### config.mk
export PLATFORM = sky130hd
export DESIGN_NAME = sti_cell
export DESIGN_NICKNAME = d
export VERILOG_FILES = /design/src/rtl/sti_pkg.sv /design/src/rtl/sti_cell.sv
export SDC_FILE = /design/constraint.sdc
export NUM_CORES = 1
export LEC_CHECK = 0
export ABC_CLOCK_PERIOD_IN_PS = 4900
export BUFFER_PORTS_ARGS = -buffer_cell sky130_fd_sc_hd__buf_4
export CAP_MARGIN = 10
export CORE_ASPECT_RATIO = 0.8
export CORE_MARGIN = 5
export CORE_UTILIZATION = 55
export DETAILED_ROUTE_END_ITERATION = 6
export HOLD_SLACK_MARGIN = 0.02
export MAX_ROUTING_LAYER = met4
export PLACE_DENSITY = 0.88
export SYNTH_ARGS = -nofsm -noshare
export SYNTH_HDL_FRONTEND = slang
export SYNTH_SLANG_ARGS = --single-unit
### constraint.sdc
create_clock -name clk_i -period 4.9 [get_ports clk_i]
set_input_delay 0.98 -clock clk_i [delete_from_list [all_inputs] [get_ports clk_i]]
set_output_delay 0.98 -clock clk_i [all_outputs]
set_load 0.02 [all_outputs]
### src/rtl/sti_pkg.sv
`default_nettype none

package sti_pkg;

  localparam int unsigned ENTRIES  = 16;
  localparam int unsigned IDX_W    = (ENTRIES > 1) ? $clog2(ENTRIES) : 1;
  localparam int unsigned TICK_W   = 48;
  localparam int unsigned TAG_W    = 32;
  localparam int unsigned PERIOD_W = 16;
  localparam int unsigned PADDR_W  = 3;
  localparam int unsigned PDATA_W  = 32;

  localparam logic [TICK_W-1:0] TICK_MAX = {TICK_W{1'b1}};

  // input kinds
  localparam logic KIND_ADD  = 1'b0;
  localparam logic KIND_TICK = 1'b1;

  // result kinds
  localparam logic [1:0] RES_EXPIRY   = 2'd0;
  localparam logic [1:0] RES_STATUS   = 2'd1;
  localparam logic [1:0] RES_ADD_OK   = 2'd2;
  localparam logic [1:0] RES_ADD_FULL = 2'd3;

  // register indexes, taken from paddr[2]
  localparam logic REG_TASK_TAG    = 1'b0;
  localparam logic REG_TASK_PERIOD = 1'b1;

  localparam logic signed [TAG_W-1:0] TASK_TAG_RST    = 32'sh8000_0000;
  localparam logic [PERIOD_W-1:0]     TASK_PERIOD_RST = 16'd2;

  typedef struct packed {
    logic                    kind;
    logic [TICK_W-1:0]       due_time;
    logic signed [TAG_W-1:0] tag;
  } in_t;

  typedef struct packed {
    logic [1:0]              kind_res;
    logic [TICK_W-1:0]       due_time_res;
    logic signed [TAG_W-1:0] tag_res;
    logic                    task_switch;
    logic                    last;
  } out_t;

  typedef enum logic {
    TOK_ADD,
    TOK_SEARCH
  } tok_op_e;

  // token that walks the row of cells, one cell per cycle
  typedef struct packed {
    logic                    act;
    tok_op_e                 op;
    logic                    found;
    logic [TICK_W-1:0]       due;
    logic signed [TAG_W-1:0] tag;
    logic [IDX_W-1:0]        idx;
  } token_t;

  typedef enum logic [1:0] {
    CMD_NONE,
    CMD_CLEAR_DONE,
    CMD_REARM,
    CMD_POP
  } cmd_op_e;

  // broadcast from the controller to every cell
  typedef struct packed {
    cmd_op_e           op;
    logic [IDX_W-1:0]  idx;
    logic [TICK_W-1:0] due;
  } cmd_t;

endpackage

`default_nettype wire

### src/rtl/sti_cell.sv
`default_nettype none

module sti_cell
  import sti_pkg::*;
(
  input  logic              clk_i,
  input  logic              rst_ni,
  input  logic [IDX_W-1:0]  cell_idx_i,
  input  logic [TICK_W-1:0] tick_i,
  input  cmd_t              cmd_i,
  input  token_t            tok_i,
  output token_t            tok_o
);

  logic                    valid_q, valid_d;
  logic                    done_q, done_d;
  logic [TICK_W-1:0]       due_q, due_d;
  logic signed [TAG_W-1:0] tag_q, tag_d;
  token_t                  tok_q, tok_d;
  logic                    hit;
  logic                    eligible;

  assign hit      = (cmd_i.idx == cell_idx_i);
  assign eligible = valid_q && !done_q && (due_q <= tick_i);

  always_comb begin
    valid_d = valid_q;
    done_d  = done_q;
    due_d   = due_q;
    tag_d   = tag_q;
    tok_d   = tok_i;

    unique case (cmd_i.op)
      CMD_NONE: begin
      end
      CMD_CLEAR_DONE: begin
        done_d = 1'b0;
      end
      CMD_REARM: begin
        if (hit) begin
          due_d  = cmd_i.due;
          done_d = 1'b1;
        end
      end
      CMD_POP: begin
        if (hit) begin
          valid_d = 1'b0;
        end
      end
    endcase

    if (tok_i.act) begin
      if (tok_i.op == TOK_ADD) begin
        // first free slot claims the new timer
        if (!tok_i.found && !valid_q) begin
          valid_d     = 1'b1;
          due_d       = tok_i.due;
          tag_d       = tok_i.tag;
          tok_d.found = 1'b1;
          tok_d.idx   = cell_idx_i;
        end
      end else if (eligible && (!tok_i.found || (due_q < tok_i.due))) begin
        // strictly earlier wins, so ties keep the lower slot
        tok_d.found = 1'b1;
        tok_d.due   = due_q;
        tok_d.tag   = tag_q;
        tok_d.idx   = cell_idx_i;
      end
    end
  end

  always_ff @(posedge clk_i or negedge rst_ni) begin
    if (!rst_ni) begin
      valid_q <= 1'b0;
      done_q  <= 1'b0;
      tok_q   <= '0;
    end else begin
      valid_q <= valid_d;
      done_q  <= done_d;
      tok_q   <= tok_d;
    end
  end

  always_ff @(posedge clk_i) begin
    due_q <= due_d;
    tag_q <= tag_d;
  end

  assign tok_o = tok_q;

endmodule

`default_nettype wire

**Yosys cells after proc, flatten, opt, wreduce, memory -nomap -nowiden**

Index checks and enable logic that the tools add are counted.

- Latch bits: 0
- Memories kept: 0
- Logic and storage cells: 48
- Output and inout bits: 87
- RAM bits: 0
- Flip-flop bits (word level): 169
- Memory bits (read-only): 0

- $lt $le $gt $ge: 2
- Add/sub/neg operators: 0
- Reductions and logical operators: 11
- Bitwise operators: 1
- Shifts and indexed selects: 0
- Multiply operators: 0
- Divide/modulo/power cells: 0
- Mux-type cells: 19
- Equality and inequality tests: 5

Operators with widths:

| kind | number |
|---|---|
| $mux 48 | 5 |
| $mux 85 | 2 |
| $mux 80 | 1 |
| $le 48x48->1 | 1 |
| $lt 48x48->1 | 1 |
| $mux 1 | 8 |
| $mux 4 | 2 |
| $eq 2x2->1 const B | 2 |
| $eq 4x4->1 | 1 |
| $logic_and 1x1->1 | 4 |
| $logic_not 1->1 | 3 |
| $reduce_and 3->1 | 1 |
| $eq 2x1->1 const B | 1 |
| $ne 2x2->1 const B | 1 |
| $pmux 1 s2 | 1 |
| $reduce_and 2->1 | 1 |
| $reduce_bool 2->1 | 1 |
| $logic_or 1x1->1 | 1 |
| $not 1->1 | 1 |

**Longest topological paths before layout**

- Word-level depth: 7
- Depth in mapped cells: 11
- Mapped depth without buffers: 10

**Least setup slack after synthesis**

OpenSTA, ideal clock, no wires.

- Kind: input to register
- Start: input tick_i[7]
- End: register tok_q, in the netlist tok_o[14]
- Arrival time: 3.161 ns
- Data required time: 4.772 ns
- Setup slack: 1.612 ns
- Setup time: 0.128 ns
- Stages on the path: 11
- Cell sequence: inv_1 ha_1 a21oi_1 o21ai_0 a221o_1 or3_1 a311oi_1 a211o_1 nand3_2 buf_2 mux2_1

RTL lines:

| what | line | source |
|---|---|---|
| start: declaration | sti_cell.sv:9 | `input logic [TICK_W-1:0] tick_i,` |
| end signal: assignment | sti_cell.sv:80 | `tok_q <= tok_d;` |
| end: declaration | sti_cell.sv:19 | `token_t tok_q, tok_d;` |

==> out/summary.txt <==
Mean Syn Cell Area: 11.03 µm²
initial antenna violation count: 0
die area: 18,280 µm²
cell area after synthesis: 8615 µm²
Pwr Density: 463.9 nW/µm²
fill count: 1,046
Row Count: 40
first-pass GRT wire length: 37.36 mm
CP Class: primary input to register
CTS max path bufs: 2
area grow syn2layout: 34.41%
Max IR drop VDD: 244.4 µV
Hold Crit Class: register to register
clk sink count: 169
register area: 4149 µm²
Port Buffers: 281
clock buffer count from CTS: 17
syn nets: 1,071
Placeable Area: 15,210 µm²
placed inst area: 10,980 µm²
CP Launch Type: primary input
Required @ worst endpoint: 5.21 ns
wire length reported by the detailed router: 24.16 mm
# diodes: 0
Initial Util: 0.5662
GR Overflow Total: 0
Post-Synthesis Cells: 781
RSZ-0062 raised after global routing: false
Post-CTS Setup Inserts: 0
Seq/Total Area, Yosys: 0.4816
post_cts resized: 0
Post-synth EDFFs: 32
drc violations: 0
setup TNS: 0 ns
CTS tree: built
CP Capture Type: register
Tot GR Track Use: 0.2711
Root Driver: clkbuf_16
Die W: 149.9 µm
multi-input logic area: 4004 µm²
status: finished clean
Ports: 282
hold buffer count at cts: 0
routed via count: 7,002
FFs w/ async S/R, synth: 0.5266
critical path peak fanout: 63
share of cells above drive strength 1: 0.3705
vias in the first global route: 7,271
MaxCap Viol Count: 0
Clock H-tree levels: 4
final setup violating endpoints: 0
Die H: 121.9 µm
GPL Wtd Cong: 0.8612
Final Hold Fails: 0
fin. max-slew vios: 0
Leak: 0.005553 µW
latest clock arrival within the worst-skew pair: 0.43 ns
First-pass DRT Iterations: 4
largest net degree at the start of global routing: 64
Vias/cell: 5.441
register bit total from synthesis: 169
Layout Nets: 1,354
Min Clock Period, post-route: 3.650 ns
routed wire length per instance: 18.77 µm
Synth Flop Type: dfrtp_1
crit path DAT: 3.96 ns
Fmax: 0.2740 GHz
Slew headroom: 0.4234
Clock Pin Slew Worst Setup and Hold Paths: 0.07 ns
cell area after layout: 11,580 µm²
Total Power: 5371 µW
Synth cell types: 41
clk_skew: 0.01542 ns
Initial DRC Count: 342
Worst-Margin Slew: 0.8629 ns
Routed Antenna Nets: 0
Ys Warns: 0
Final Cycle Share: 0.7449
HPWL after detailed placement: 18.36 mm
## power breakdown
group / internal, µW / switching [µW] / total (µW)
clock: 730 / 637 / 1370
sequential: 1790 / 303 / 2090
combinational: 920 / 996 / 1920
total: 3430 / 1940 / 5370
## layout make-up
type	count	share of cell area
Sequential cell	169	0.3583
Multi-Input combinational cell	487	0.3458
Timing Repair Buffer	287	0.1882
Clock buffer	17	0.03674
Inverter	102	0.03307
Tap cell	210	0.02269
Clock inverter	15	0.01513
## cells by family after synthesis
logic type,count (synthesis),synth area share
and+or+nand+nor,129,0.07001
buffers and inverters,125,0.05606
xor gates and xnor gates,1,0.001017
DFF,169,0.4816
muxes,132,0.1656
AOI/OAI and AO/OA,130,0.08773
adders and majority gates,95,0.1380
## cell usage after synthesis (3+ instances only)
library cell  number  share of area
mux2_2            77           0.10
a211oi_1           4         0.0035
nor3_1             3         0.0017
edfxtp_1          32           0.11
ha_1              95           0.14
nor2_1             9         0.0039
a221o_1            4         0.0046
nor4_1             7         0.0051
nand3_1           12         0.0070
dfxtp_1           48           0.11
clkbuf_1          10         0.0044
mux2i_1           48          0.056
a221oi_1           3         0.0031
nor2b_1            3         0.0022
a2111oi_0          3         0.0031
a21o_1             7         0.0061
inv_1            102          0.044
dfrtp_1           89           0.26
nand4_1           18          0.013
nand2_1           69          0.030
buf_2             11         0.0064
o21ai_0           62          0.036
mux2_1             7         0.0092
a21oi_1           34          0.020
## sequential cells by signal, summed over array words and instances (netlist names)
register	flops
tok_o	87
due_q	48
tag_q	32
done_q	1
valid_q	1
## critical path, stage by stage
cell      delay (ns)
buf_4           0.09
inv_1           0.04
ha_1            0.30
a21oi_1         0.14
o21ai_0         0.14
a221oi_1        0.34
o21ai_0         0.21
a221oi_1        0.55
nand3_4         0.39
buf_12          0.32
mux2_1          0.37
## metrics by stage
| stage | hold slack, ns | std cells | util | setup slack (ns) |
|---|---|---|---|---|
| 2_1_floorplan | 0.4320 | 781 | - | 1.612 |
| 3_3_place_gp | 0.4351 | 1255 | 0.7215 | 0.9506 |
| 3_5_place_dp | 0.4549 | 1255 | 0.7215 | 0.8740 |
| 4_1_cts | 0.4707 | 1287 | 0.7610 | 1.323 |
| 5_1_grt | 0.4867 | 1287 | 0.7610 | 1.149 |
| 6_report | 0.4676 | 1287 | 0.7610 | 1.250 |
## per-layer routing
layer | vias to the layer above | part of all wire | GRT usage | wire (µm)
met5 | - | 0 | - | 0
met4 | 0 | 0.027 | 0.1023 | 652
met3 | 45 | 0.061 | 0.06062 | 1482
met2 | 247 | 0.50 | 0.4428 | 12090
met1 | 3383 | 0.41 | 0.3316 | 9933
li1 | 3327 | - | - | -
## cell usage in the layout, fill, tap and decap left out, types with 4 or more instances in the layout
cell | netlist | routed
nor4_1 | 7 | 6
a211oi_1 | 4 | 4
a21o_1 | 7 | 7
buf_4 | 0 | 285
clkbuf_16 | 0 | 17
nand2_1 | 69 | 69
mux2_1 | 7 | 7
edfxtp_1 | 32 | 32
ha_1 | 95 | 95
inv_1 | 102 | 102
nand4_1 | 18 | 18
nor2_1 | 9 | 8
mux2i_1 | 48 | 48
inv_8 | 0 | 4
a221o_1 | 4 | 4
dfrtp_1 | 89 | 89
a21oi_1 | 34 | 34
mux2_2 | 77 | 77
dfxtp_1 | 48 | 48
nand3_1 | 12 | 12
o21ai_0 | 62 | 62
## final timing paths
kind / startpoint / to / slack, ns / cells after the start
setup / recovery: tok_i[71] / tok_o[13] / 1.25 / 11
hold / removal: tag_q[10] / tok_o[14] / 0.47 / 1
setup reg to reg: due_q[39] / tok_o[13] / 1.54 / 9
hold reg to reg: tag_q[10] / tok_o[14] / 0.47 / 1
max in group asynchronous: rst_ni / tok_o[15] / 3.28 / 2
min in group asynchronous: rst_ni / tok_o[14] / 0.55 / 1
Note: power is estimated with default switching activity, not from simulation.
