## src/rtl/sti_pkg.sv

```systemverilog
`default_nettype none

package sti_pkg;

  localparam int unsigned ENTRIES  = 16;
  localparam int unsigned IDX_W    = (ENTRIES > 1) ? $clog2(ENTRIES) : 1;
  localparam int unsigned TICK_W   = 48;
  localparam int unsigned TAG_W    = 32;
  localparam int unsigned PERIOD_W = 16;
  localparam int unsigned PADDR_W  = 3;
  localparam int unsigned PDATA_W  = 32;

  localparam logic [TICK_W-1:0] TICK_MAX = {TICK_W{1'b1}};

  // input kinds
  localparam logic KIND_ADD  = 1'b0;
  localparam logic KIND_TICK = 1'b1;

  // result kinds
  localparam logic [1:0] RES_EXPIRY   = 2'd0;
  localparam logic [1:0] RES_STATUS   = 2'd1;
  localparam logic [1:0] RES_ADD_OK   = 2'd2;
  localparam logic [1:0] RES_ADD_FULL = 2'd3;

  // register indexes, taken from paddr[2]
  localparam logic REG_TASK_TAG    = 1'b0;
  localparam logic REG_TASK_PERIOD = 1'b1;

  localparam logic signed [TAG_W-1:0] TASK_TAG_RST    = 32'sh8000_0000;
  localparam logic [PERIOD_W-1:0]     TASK_PERIOD_RST = 16'd2;

  typedef struct packed {
    logic                    kind;
    logic [TICK_W-1:0]       due_time;
    logic signed [TAG_W-1:0] tag;
  } in_t;

  typedef struct packed {
    logic [1:0]              kind_res;
    logic [TICK_W-1:0]       due_time_res;
    logic signed [TAG_W-1:0] tag_res;
    logic                    task_switch;
    logic                    last;
  } out_t;

  typedef enum logic {
    TOK_ADD,
    TOK_SEARCH
  } tok_op_e;

  // token that walks the row of cells, one cell per cycle
  typedef struct packed {
    logic                    act;
    tok_op_e                 op;
    logic                    found;
    logic [TICK_W-1:0]       due;
    logic signed [TAG_W-1:0] tag;
    logic [IDX_W-1:0]        idx;
  } token_t;

  typedef enum logic [1:0] {
    CMD_NONE,
    CMD_CLEAR_DONE,
    CMD_REARM,
    CMD_POP
  } cmd_op_e;

  // broadcast from the controller to every cell
  typedef struct packed {
    cmd_op_e           op;
    logic [IDX_W-1:0]  idx;
    logic [TICK_W-1:0] due;
  } cmd_t;

endpackage

`default_nettype wire

```

## src/rtl/sti_ctrl.sv

```systemverilog
`default_nettype none

module sti_ctrl
  import sti_pkg::*;
(
  input  logic                    clk_i,
  input  logic                    rst_ni,
  input  logic                    in_valid_i,
  output logic                    in_stall_o,
  input  in_t                     in_data_i,
  output logic                    out_valid_o,
  input  logic                    out_stall_i,
  output out_t                    out_data_o,
  input  logic signed [TAG_W-1:0] task_tag_i,
  input  logic [PERIOD_W-1:0]     task_period_i,
  output logic [TICK_W-1:0]       tick_o,
  output token_t                  inj_o,
  input  token_t                  chain_i,
  output cmd_t                    cmd_o
);

  typedef enum logic [1:0] {
    ST_IDLE,
    ST_SCAN,
    ST_EMIT
  } state_e;

  state_e            state_q, state_d;
  logic [TICK_W-1:0] tick_q, tick_d;
  logic              sw_q, sw_d;
  token_t            inj_q, inj_d;
  out_t              res_q, res_d;
  logic              out_valid_q, out_valid_d;
  out_t              out_q, out_d;
  logic              out_free;
  logic [TICK_W:0]   rearm_sum;
  logic [TICK_W-1:0] rearm_due;
  token_t            search_tok;

  assign out_free   = !out_valid_q || !out_stall_i;
  assign rearm_sum  = {1'b0, tick_q} + {{(TICK_W+1-PERIOD_W){1'b0}}, task_period_i};
  assign rearm_due  = rearm_sum[TICK_W] ? TICK_MAX : rearm_sum[TICK_W-1:0];

  always_comb begin
    search_tok       = '0;
    search_tok.act   = 1'b1;
    search_tok.op    = TOK_SEARCH;
  end

  always_comb begin
    state_d     = state_q;
    tick_d      = tick_q;
    sw_d        = sw_q;
    inj_d       = inj_q;
    inj_d.act   = 1'b0;
    res_d       = res_q;
    out_valid_d = out_valid_q && out_stall_i;
    out_d       = out_q;
    cmd_o       = '0;
    cmd_o.op    = CMD_NONE;

    unique case (state_q)
      ST_IDLE: begin
        if (in_valid_i) begin
          state_d = ST_SCAN;
          if (in_data_i.kind == KIND_ADD) begin
            inj_d.act   = 1'b1;
            inj_d.op    = TOK_ADD;
            inj_d.found = 1'b0;
            inj_d.due   = in_data_i.due_time;
            inj_d.tag   = in_data_i.tag;
            inj_d.idx   = '0;
          end else begin
            tick_d   = (tick_q == TICK_MAX) ? tick_q : tick_q + TICK_W'(1);
            sw_d     = 1'b0;
            cmd_o.op = CMD_CLEAR_DONE;
            inj_d    = search_tok;
          end
        end
      end
      ST_SCAN: begin
        if (chain_i.act) begin
          res_d = '0;
          if (chain_i.op == TOK_ADD) begin
            res_d.kind_res = chain_i.found ? RES_ADD_OK : RES_ADD_FULL;
            res_d.last     = 1'b1;
            state_d        = ST_EMIT;
          end else if (chain_i.found && (chain_i.tag == task_tag_i)) begin
            // task timer: re-arm in place and search again
            cmd_o.op  = CMD_REARM;
            cmd_o.idx = chain_i.idx;
            cmd_o.due = rearm_due;
            sw_d      = 1'b1;
            inj_d     = search_tok;
          end else if (chain_i.found) begin
            cmd_o.op           = CMD_POP;
            cmd_o.idx          = chain_i.idx;
            res_d.kind_res     = RES_EXPIRY;
            res_d.due_time_res = chain_i.due;
            res_d.tag_res      = chain_i.tag;
            state_d            = ST_EMIT;
          end else begin
            res_d.kind_res    = RES_STATUS;
            res_d.task_switch = sw_q;
            res_d.last        = 1'b1;
            state_d           = ST_EMIT;
          end
        end
      end
      ST_EMIT: begin
        if (out_free) begin
          out_valid_d = 1'b1;
          out_d       = res_q;
          if (res_q.last) begin
            state_d = ST_IDLE;
          end else begin
            inj_d   = search_tok;
            state_d = ST_SCAN;
          end
        end
      end
      default: begin
        state_d = ST_IDLE;
      end
    endcase
  end

  always_ff @(posedge clk_i or negedge rst_ni) begin
    if (!rst_ni) begin
      state_q     <= ST_IDLE;
      tick_q      <= '0;
      sw_q        <= 1'b0;
      inj_q       <= '0;
      out_valid_q <= 1'b0;
      res_q       <= '0;
      out_q       <= '0;
    end else begin
      state_q     <= state_d;
      tick_q      <= tick_d;
      sw_q        <= sw_d;
      inj_q       <= inj_d;
      out_valid_q <= out_valid_d;
      res_q       <= res_d;
      out_q       <= out_d;
    end
  end

  assign in_stall_o  = (state_q != ST_IDLE);
  assign out_valid_o = out_valid_q;
  assign out_data_o  = out_q;
  assign tick_o      = tick_q;
  assign inj_o       = inj_q;

  a_inj_in_scan: assert property (@(posedge clk_i) disable iff (!rst_ni)
    inj_q.act |-> state_q == ST_SCAN)
    else $error("token injected outside a scan");

  a_chain_in_scan: assert property (@(posedge clk_i) disable iff (!rst_ni)
    chain_i.act |-> state_q == ST_SCAN)
    else $error("token left the row outside a scan");

  a_tick_monotonic: assert property (@(posedge clk_i) disable iff (!rst_ni)
    tick_q >= $past(tick_q))
    else $error("tick count went backwards");

  a_last_to_idle: assert property (@(posedge clk_i) disable iff (!rst_ni)
    (state_q == ST_EMIT && out_free && res_q.last) |=> state_q == ST_IDLE)
    else $error("no return to idle after the closing result");

endmodule

`default_nettype wire

```

## config.mk

```make
export PLATFORM = sky130hd
export DESIGN_NAME = sti_ctrl
export DESIGN_NICKNAME = d
export VERILOG_FILES = /design/src/rtl/sti_pkg.sv /design/src/rtl/sti_ctrl.sv
export SDC_FILE = /design/constraint.sdc
export NUM_CORES = 1
export LEC_CHECK = 0
export BUFFER_PORTS_ARGS = -buffer_cell sky130_fd_sc_hd__clkbuf_2
export CAP_MARGIN = 20
export CORE_MARGIN = 5
export CORE_UTILIZATION = 30
export CTS_CLUSTER_DIAMETER = 150
export DETAILED_ROUTE_END_ITERATION = 10
export PLACE_DENSITY = 0.52
export SLEW_MARGIN = 15
export SYNTH_ARGS = -nofsm -noshare
export SYNTH_HDL_FRONTEND = slang
export SYNTH_SLANG_ARGS = --single-unit
```

## constraint.sdc

```tcl
create_clock -name clk_i -period 3.6 [get_ports clk_i]
set_input_delay 0.36 -clock clk_i [delete_from_list [all_inputs] [get_ports clk_i]]
set_output_delay 0.36 -clock clk_i [all_outputs]
set_load 0.05 [all_outputs]
```

Yosys cells after proc, flatten, opt, wreduce, memory -nomap -nowiden
Index checks and enable logic that the tools add are counted.
- add/sub/neg operators: 2
- eq/ne operators: 12
- multiplexer cells: 41
- bitwise logic cells: 1
- reductions and logical operators: 15
- operators by type and width (cell ; number):
    $mux 87 ; 6
    $pmux 87 s3 ; 1
    $mux 54 ; 2
    $mux 48 ; 2
    $mux 86 ; 1
    $mux 84 ; 1
    $mux 81 ; 1
    $mux 80 ; 1
    $mux 52 ; 1
    $add 48x16->49 ; 1
    $add 48x1->48 const B ; 1
    $eq 48x48->1 const B ; 1
    $eq 32x32->1 ; 1
    $mux 2 ; 7
    $ne 2x2->1 const B ; 7
    $mux 1 ; 13
    $mux 6 ; 2
    $reduce_and 4->1 ; 2
    $reduce_and 7->1 ; 1
    $pmux 2 s3 ; 1
    $reduce_and 6->1 ; 1
    $pmux 2 s2 ; 1
    $reduce_and 2->1 ; 2
    $reduce_bool 2->1 ; 2
    other kinds (10) ; 12
- register bits after elaboration: 307
- input port bits: 220
- output and inout port bits: 275
- logic and storage cells: 91

Depth between registers and ports, before layout
- word-level depth: 6
- depth in mapped cells: 10
- mapped depth without buffers: 9

Worst setup path before layout
Ideal clock, no wire load.
- path type: register -> output
- start point: register tick_q[0], in the netlist tick_o[0]
- end point: output cmd_o[32] in the netlist's numbering
- data arrival time: 3936 ps
- data required time: 3240 ps
- setup slack: -696 ps
- stages on the path, launching flop included: 10
- path buffers: 0
- cells stage by stage: dfrtp_1 -> ha_1 -> fa_1 -> a211oi_1 -> nor3_1 -> a211o_1 -> a21o_1 -> a21oi_1 -> nor3_1 -> a311oi_1
- RTL lines (element ; line ; text):
    start, declared ; sti_ctrl.sv:29 ; logic [TICK_W-1:0] tick_q, tick_d;
    start signal, assigned ; sti_ctrl.sv:139 ; tick_q <= tick_d;
    end, declared ; sti_ctrl.sv:19 ; output cmd_t cmd_o

==> run metrics <==
Crit-path slowest cell dfrtp_2; CTS Buf Count 37; PwrDens 725.7 mW/mm2; Core Area 0.04665 mm2; top_reg_cell synth dfrtp_1; CP arrival 3.35 ns; first-pass GRT wire length 76,510 um; FF+latch area 0.007561 mm2; failing checks negative setup slack; total grt overflow 0; reg2reg start tick_o[44]$_DFFE_PN0P_; hold violation count in the final report 0; WL/cell 20.70 um; routability congestion estimate 0.9190; flops & latches, synth 302; initial antenna violation count 5; RSZ-0062 raised after global routing true; DR iter-0 viols 902; area of the multi-input gates 0.006595 mm2; Slowest Stage Delay on Critical Path 0.42 ns; outcome complete, but fails checks; kind of critical path register to output pin; Reg2Reg Setup Slack 0.78 ns; Residual DRC 0; ys async rst share 100.0%; DR pass1 iterations 5; Initial Util 30.42%; hold_sp chain_i[66]; Max-Cap Viols 0; WHS 0.03796 ns; most common cell after layout, fill and taps aside clkbuf_2; Clock Path Buffers 3; I/O Pins 495; Post-Layout Cell Count 2,478; Startpoint Class register; Reg2Reg Capture Point tick_o[1]$_DFFE_PN0P_; Hold Crit Endpoint res_q[64]$_DFFE_PN0P_; clk slew on worst S/H paths 0.06 ns; P&R area growth vs syn 42.33%; clock sink total 302; final wirelength 51,300 um; Req. time, crit path 3.24 ns; Relative slew margins 30.42%; CP Capture Type output pin; post-route clock period utilization 103.2%; hold path cells 2; fillers 4,559; placed cells 2,377; die area 0.05175 mm2; Gate Count Post-Synth 1,299; CTS tree done; cells along the critical path ha_4 > fa_2 > a211oi_4 > nor3_2 > a211o_1 > a21o_4 > a31oi_4 > buf_6 > o31ai_1 > a31oi_1 > bufbuf_16; worst-margin pin slew 1.044 ns; synth warn 0; crit-path max FO 7; post-route setup slack -0.1144 ns; GR Util All Layers 18.89%; Yosys cell types 58; Final min period 3.714 ns; vias post-DR 12,469; # H-tree levels 2; fin. max-slew vios 0; EDFF count, synth 0; CTS Root Cell clkbuf_16; Pleak 10.03 nW; number of port buffers 489; remaining antenna violation count 0; share of layout cells above drive strength 1 43.68%; vias in the first global route 12,828; Post-DP HPWL 37,130 um; final setup fails 21; Vert. Die Dim 227.5 um; clock skew 0.02115 ns; Seq/Total Area, Yosys 53.25%; latest clock arrival within the worst-skew pair 0.54 ns; Die Width 227.5 um; largest net degree at the start of global routing 94; worst vdd ir 0.4572 mV; Avg Cell Area, Syn 10.92 um2; Mapped Area 0.01419 mm2; Vias per Instance 5.032; most frequent cells in the layout clkbuf_2, dfrtp_1, nand2_1; Nets 2,080; Reg2Reg Depth 7; Max Fclk 269.2 MHz; # rows 79; Hold Path Class input port to register
-- synthesized netlist by cell type (all sizes together) (2+ instances only) --
library cell	n	area, um2
dfrtp	302	7557
nand2	130	488.0
inv	91	341.6
mux2	84	945.9
a22o	80	700.7
o32ai	80	700.7
clkbuf	75	281.5
xor2	56	490.5
a21oi	48	240.2
xnor2	43	376.6
nor2	36	135.1
nand4	27	168.9
nor3	25	125.1
and3	21	131.4
nand3	20	100.1
ha	17	212.7
a31oi	16	115.1
nor4	14	102.6
and2	13	81.33
and4	13	116.4
o21ai	13	65.06
buf	12	78.83
a21o	11	82.58
nand2b	9	56.30
or3	9	61.31
a211oi	8	60.06
a311oi	5	43.79
nor2b	4	25.02
o31ai	4	30.03
or4	4	30.03
a2111oi	3	26.28
or2	3	18.77
a21boi	2	15.01
nand3b	2	15.01
o21a	2	15.01
o22ai	2	12.51
-- flip-flops by register name (all words and copies together) (netlist names) --
name and count:
inj_o 82, out_data_o 84, out_valid_o 1, res_q 84
state_q 2, sw_q 1, tick_o 48
-- worst max path at each step --
stage / slack, ns / startpoint / end / cells past startpoint
finish: -0.11 / tick_o[0]$_DFFE_PN0P_ / cmd_o[42] / 11
global route: -0.21 / tick_o[0]$_DFFE_PN0P_ / cmd_o[42] / 11
CTS: -0.15 / tick_o[0]$_DFFE_PN0P_ / cmd_o[30] / 12
detailed placement: 0.08 / task_period_i[0] / cmd_o[28] / 11
global placement: 0.08 / task_period_i[0] / cmd_o[28] / 11
floorplan: -0.30 / tick_o[0]$_DFFE_PN0P_ / cmd_o[38] / 10
-- per-stage QoR --
| step | cell area, um2 | setup WS (ns) | utilization [%] | setup TNS, ns | total power [mW] |
|---|---|---|---|---|---|
| after floorplan | 14380 | -0.3028 | - | -2.335 | 9.315 |
| after global placement | 18010 | 0.07611 | 38.60 | 0 | 11.00 |
| after detailed placement | 18010 | 0.08110 | 38.60 | 0 | 11.09 |
| after CTS | 19870 | -0.1497 | 42.60 | -0.9507 | 14.87 |
| after global routing | 20190 | -0.2067 | 43.28 | -4.365 | 15.42 |
| final | 20200 | -0.1144 | 43.29 | -0.9097 | 14.66 |
-- layer usage --
metal,share of wire (%),GRT usage [%],vias to the layer above
met4,3.4,6.443,6
met5,0.053,0,-
met3,8.0,5.751,112
li1,-,-,5785
met1,40,23.63,6078
met2,48,31.28,488
-- where the power goes --
part,leakage [nW],internal (mW),switching [mW]
Clock,0.560,2.09,1.51
Combinational,5.45,1.66,4.34
Sequential,4.03,4.46,0.602
-- logic make-up after synthesis --
kind of cell	Yosys count	synth area share [%]
compound gates	284	15.49
xor+xnor	99	6.110
fa+ha+maj	18	1.640
buf+inv	178	4.946
flops	302	53.25
mux	84	6.666
other cells	1	0.02642
simple gates	333	11.87
-- layout make-up --
class	count	share of cell area [%]
tap	607	3.760
antenna	3	0.03717
clock buffer	47	5.067
clock inverter	18	0.7124
timing repair buffer	586	18.65
inverter	91	1.691
sequential	302	37.43
multi-input combinational	824	32.65
-- what timing repair did --
action / 4_1_cts / 5_1_grt
hold buffers: 14 / 0
hold endpoints to repair: 88 / 0
pin swaps: 19 / 20
resized for setup: 81 / 112
setup endpoints to repair: 48 / 48
gates cloned: 3 / 0
setup buffers: 11 / 6
-- worst max-delay path: cells and delay by family, from the launching register on --
kind,cells,cell delay [ns]
flip-flops,1,0.42
AND/OR/NAND/NOR,1,0.07
AO/OA/AOI/OAI,6,1.31
adder cells (fa/ha/maj),2,0.52
buffers and inverters,2,0.48
Power figures use the tool's default switching activity.
